===== config.mk =====
export PLATFORM = sky130hd
export DESIGN_NAME = tar_front
export DESIGN_NICKNAME = d
export VERILOG_FILES = /design/src/tar_pkg.sv /design/src/tar_front.sv
export SDC_FILE = /design/constraint.sdc
export NUM_CORES = 1
export LEC_CHECK = 0
export BUFFER_PORTS_ARGS = -buffer_cell sky130_fd_sc_hd__buf_2
export CELL_PAD_IN_SITES_DETAIL_PLACEMENT = 0
export CELL_PAD_IN_SITES_GLOBAL_PLACEMENT = 1
export CORE_MARGIN = 2
export CORE_UTILIZATION = 34
export CTS_CLUSTER_DIAMETER = 30
export DETAILED_ROUTE_END_ITERATION = 10
export PLACE_DENSITY = 0.68
export SLEW_MARGIN = 25
export SYNTH_ARGS = -nofsm -noshare
export SYNTH_HDL_FRONTEND = slang
export SYNTH_SLANG_ARGS = --single-unit

===== constraint.sdc =====
create_clock -name clk -period 7.22 [get_ports clk]
set_input_delay 0.361 -clock clk [delete_from_list [all_inputs] [get_ports clk]]
set_output_delay 0.361 -clock clk [all_outputs]
set_load 0.02 [all_outputs]

===== src/tar_pkg.sv =====
// package: shared constants, types and codes for the tile animation rewriter
package tar_pkg;

  localparam int MaxEntriesDef  = 32;
  localparam int ScriptDepthDef = 1024;
  localparam int TileShiftDef   = 7;
  localparam int RowShiftDef    = 3;

  localparam logic [15:0] END_MARK = 16'hFFFF;
  localparam logic [15:0] TILE_MAX = 16'h7FFF;

  typedef enum logic [1:0] {
    FN_TICK   = 2'd0,
    FN_LOOKUP = 2'd1,
    FN_WRITE  = 2'd2,
    FN_LOAD   = 2'd3
  } func_t;

  typedef enum logic [0:0] {
    CFG_ACTIVE = 1'b0,
    CFG_LAYER  = 1'b1
  } cfg_idx_t;

  // queued command from the front part to the back part
  typedef struct packed {
    func_t       func;
    logic [1:0]  layer;
    logic [16:0] idx;
    logic [15:0] addr;
    logic [15:0] wval;
    logic [5:0]  slot;
    logic [15:0] target;
  } cmd_t;

  typedef enum logic [3:0] {
    ST_IDLE,
    ST_SCAN,
    ST_LOAD_RD0,
    ST_LOAD_RD1,
    ST_LOAD_W0,
    ST_LOAD_W1,
    ST_TICK_NEXT,
    ST_TICK_RDP,
    ST_TICK_CHK,
    ST_TICK_RD1,
    ST_TICK_W0,
    ST_TICK_W1,
    ST_OUT
  } state_t;

endpackage


===== src/tar_front.sv =====
// front part: takes input words, forms the tile index, queues commands
module tar_front import tar_pkg::*; #(
  parameter int TileShift = TileShiftDef,
  parameter int RowShift  = RowShiftDef
) (
  input  logic        clk,
  input  logic        rst,
  input  logic        in_valid,
  output logic        in_ready,
  input  logic [1:0]  func,
  input  logic [1:0]  layer,
  input  logic [12:0] pos_x,
  input  logic [12:0] pos_y,
  input  logic [14:0] tile_base,
  input  logic [9:0]  word_addr,
  input  logic [15:0] word_value,
  input  logic [4:0]  entry_slot,
  input  logic [15:0] target_tile,
  output logic        q_valid,
  input  logic        q_ready,
  output cmd_t        q_cmd
);
  // two entry queue
  cmd_t       slot0, slot1;
  logic [1:0] fill;
  cmd_t       cmd_in;
  logic [16:0] row_part, col_part;
  logic       push, pop;

  always_comb begin
    row_part = 17'(({4'd0, pos_y} >> TileShift) << RowShift);
    col_part = 17'({4'd0, pos_x} >> TileShift);
    cmd_in.func   = func_t'(func);
    cmd_in.layer  = layer;
    cmd_in.idx    = row_part + col_part + {2'd0, tile_base};
    cmd_in.addr   = {6'd0, word_addr};
    cmd_in.wval   = word_value;
    cmd_in.slot   = {1'b0, entry_slot};
    cmd_in.target = target_tile;
  end

  assign in_ready = (fill != 2'd2);
  assign push     = in_valid && in_ready;
  assign q_valid  = (fill != 2'd0);
  assign pop      = q_valid && q_ready;
  assign q_cmd    = slot0;

  always_ff @(posedge clk) begin
    if (rst) begin
      fill <= 2'd0;
    end else begin
      fill <= fill + 2'(push) - 2'(pop);
    end
    if (pop) begin
      slot0 <= (fill == 2'd2) ? slot1 : cmd_in;
      if (push && fill == 2'd2) slot1 <= cmd_in;
    end else if (push) begin
      if (fill == 2'd0) slot0 <= cmd_in;
      else slot1 <= cmd_in;
    end
  end
endmodule


==> out/metrics.csv <==
stage,metric,value,unit
placement,numPortBuffers,150,
yosys,synth_ff_type,edfxtp_1,
worst_setup_path,crit_type,input port to flip-flop,
cells_and_area,final_nets,714,
clock_network,cts_resized,0,
placement,dp_hpwl,7300,um
drt,finalWirelength,11400,um
drt,first_pass_iters,4,
worst_setup_path,arrival,2560,ps
clock_network,clk_latency,410,ps
floorplanning,die_w,134,um
drt,vias,3662,
worst_setup_path,worstPathRequired,7380,ps
clock_network,clockBufferDepth,2,
yosys,synthTopCellsByCount,"nand2_1, edfxtp_1, ha_1, nor2_1, inv_1",
yosys,yosysMostFrequentCell,nand2_1,
sta,layout_min_cycle_time,2400,ps
worst_setup_path,r2r-start,fill[0],
floorplanning,row_count,47,
clock_network,cts_made_buffers,17,
drt,ant_nets,0,
global_route,grt.overflow.total,0,
cells_and_area,register_area,4060,um^2
global_route,gr-max-usage-layer,met2,
worst_setup_path,crit_start,pos_x[10],
cells_and_area,drive_above_1_share,0.321,
global_route,use_met2,0.209,
worst_setup_path,r2r_end,slot1[43],
global_route,grt_max_degree,71,
worst_hold_path,hold_path.class,input port to flip-flop,
global_route,gr-usage-all-layers,0.132,
sta,setup_tns,0,ps
yosys,ys_top_cells_by_area,"edfxtp_1, nand2_1, ha_1",
placement,dpl_cell_area,6680,um^2
drt,vias_per_cell,4.43,
yosys,ys_ff_latch,136,
clock_network,clkSinkCount,136,
clock_network,post_cts_buffers,0,
global_route,grt_pass1_vias,3521,
global_route,use_met1,0.170,
sta,fmax,417,MHz
floorplanning,dieArea,17800,um^2
cells_and_area,multi_input_area,1530,um^2
floorplanning,io_pins,173,
cells_and_area,final_area,7270,um^2
yosys,yosysTopAreaCell,edfxtp_1,
drt,wire_per_inst,13.8,um
cells_and_area,syn_to_final_growth,27.5,%
yosys,netlist_instances,439,
pwr,ir_drop,0.000157,V
cells_and_area,fill_cells,1555,
yosys,syn_avg_cell_area,13.0,um^2
global_route,met3_usage,0.0449,
drt,drc_errors,0,
sta,relSlewSlack,0.368,
yosys,yosysUniqueCellTypes,40,
clock_network,clk_pin_slew,60,ps
flow_run,maxCapViolations,0,
pwr,powerDensity,372,nW/um^2
sta,post-route-period-util,0.332,
global_route,grt_pass1_wl,18000,um
floorplanning,core_area,16500,um^2
outcome,status,"finished, final reports clean",
sta,whs,132,ps
yosys,synth_warnings,0,
cells_and_area,diodes,0,
global_route,antenna_found_initial,0,
worst_setup_path,critical_path.max_fanout,5,
floorplanning,start_util,0.346,
worst_setup_path,worstSetupStartpointType,input port,
sta,setup_violations,0,
worst_setup_path,reg2regPathDepth,5,
sta,slew_viol_final,0,
clock_network,cts.htree.levels,4,
yosys,synth_edf_count,134,
clock_network,cts_tree,done,
yosys,ys_seq_area_frac,0.713,
clock_network,clockRootBuffer,clkbuf_16,
yosys,async_reset_ff_frac,0,
sta,rsz0062_at_grt,no,
placement,place_congestion,0.755,
worst_setup_path,cp-end-kind,flip-flop,
clock_network,hold_buffers,0,
floorplanning,die_h,134,um
yosys,syn-cell-area,5700,um^2
pwr,cellLeakagePower,3.15,nW
yosys,synth_top_area_frac,0.706,
worst_hold_path,hold_depth,2,
worst_setup_path,reg2reg_slack,5000,ps
sta,finalHoldViolCount,0,
worst_setup_path,crit_end,q_cmd[63],
sta,worst_clock_skew,5.72,ps
drt,drt_iter0_markers,208,
sta,worstMarginPinSlew,947,ps
-- how the worst min path moves through the flow --
stage	end	start	slack, ps
after CTS	fill[0]	rst	110
after global placement	q_cmd[9]	slot1[9]	490
final	fill[0]	rst	130
after detailed placement	q_cmd[7]	slot1[7]	490
after floorplan	fill[0]	rst	430
after global routing	fill[0]	rst	110
-- critical path: stages --
cell and delay [ps]:
buf_2 80, inv_1 40, fa_1 530, inv_1 40, ha_1 350, a211o_1 330, and2_1 160, o41ai_2 260
xnor2_1 120, mux2_2 270
-- area by class of cell --
type	instances	share of cell area
Clock buffer	21	0.0606
Clock inverter	9	0.0208
Inverter	9	0.00465
Multi-Input combinational cell	279	0.211
Sequential cell	136	0.559
Tap cell	220	0.0379
Timing Repair Buffer	153	0.106
-- power breakdown --
group	leakage (nW)	internal (mW)	total (mW)	switching (mW)
Combinational	1.58	0.188	0.662	0.474
Sequential	1.28	1.13	1.17	0.0388
Clock	0.287	0.572	0.875	0.303
-- flip-flops by register name, summed over array words and instances (netlist names) --
signal / count
fill: 2
q_cmd: 67
slot1: 67
-- cells in the final DEF, fill, tap and decap left out, drive strengths merged, types with 4 or more instances in the layout --
| cell type | netlist | layout |
|---|---|---|
| bufinv | 0 | 4 |
| ha | 18 | 18 |
| nor2 | 11 | 11 |
| a21oi | 5 | 5 |
| a21o | 4 | 4 |
| o21ai | 5 | 5 |
| inv | 9 | 9 |
| xnor2 | 7 | 7 |
| clkbuf | 8 | 21 |
| conb | 1 | 8 |
| buf | 14 | 153 |
| clkinv | 0 | 4 |
| nand2 | 180 | 180 |
| fa | 4 | 4 |
| edfxtp | 134 | 134 |
| mux2 | 6 | 6 |
-- cells by family after synthesis --
logic type                 Yosys count  share of synthesized area
DFF                                136                      0.713
other                                1                   0.000658
xor gates and xnor gates            10                     0.0154
and+or+nand+nor                    206                      0.142
buffers and inverters               31                     0.0270
muxes                                6                     0.0125
adders and majority gates           22                     0.0535
AOI/OAI and AO/OA                   27                     0.0362
-- metal layers --
layer | part of all wire | vias up
li1 | - | 1825
met1 | 0.46 | 1713
met2 | 0.46 | 116
met3 | 0.064 | 8
met4 | 0.0096 | 0
met5 | 0 | -
-- stage by stage --
| step | cells | power [mW] | worst slack (ps) | util |
|---|---|---|---|---|
| global placement | 797 | 1.85 | 4400 | 0.406 |
| finish | 827 | 2.71 | 4820 | 0.441 |
| global route | 827 | 2.85 | 4740 | 0.441 |
| floorplan | 446 | 1.64 | 1180 | - |
| detailed placement | 797 | 1.87 | 4390 | 0.406 |
| CTS | 827 | 2.75 | 4820 | 0.441 |
No activity file was read; power rests on OpenSTA's default activity.
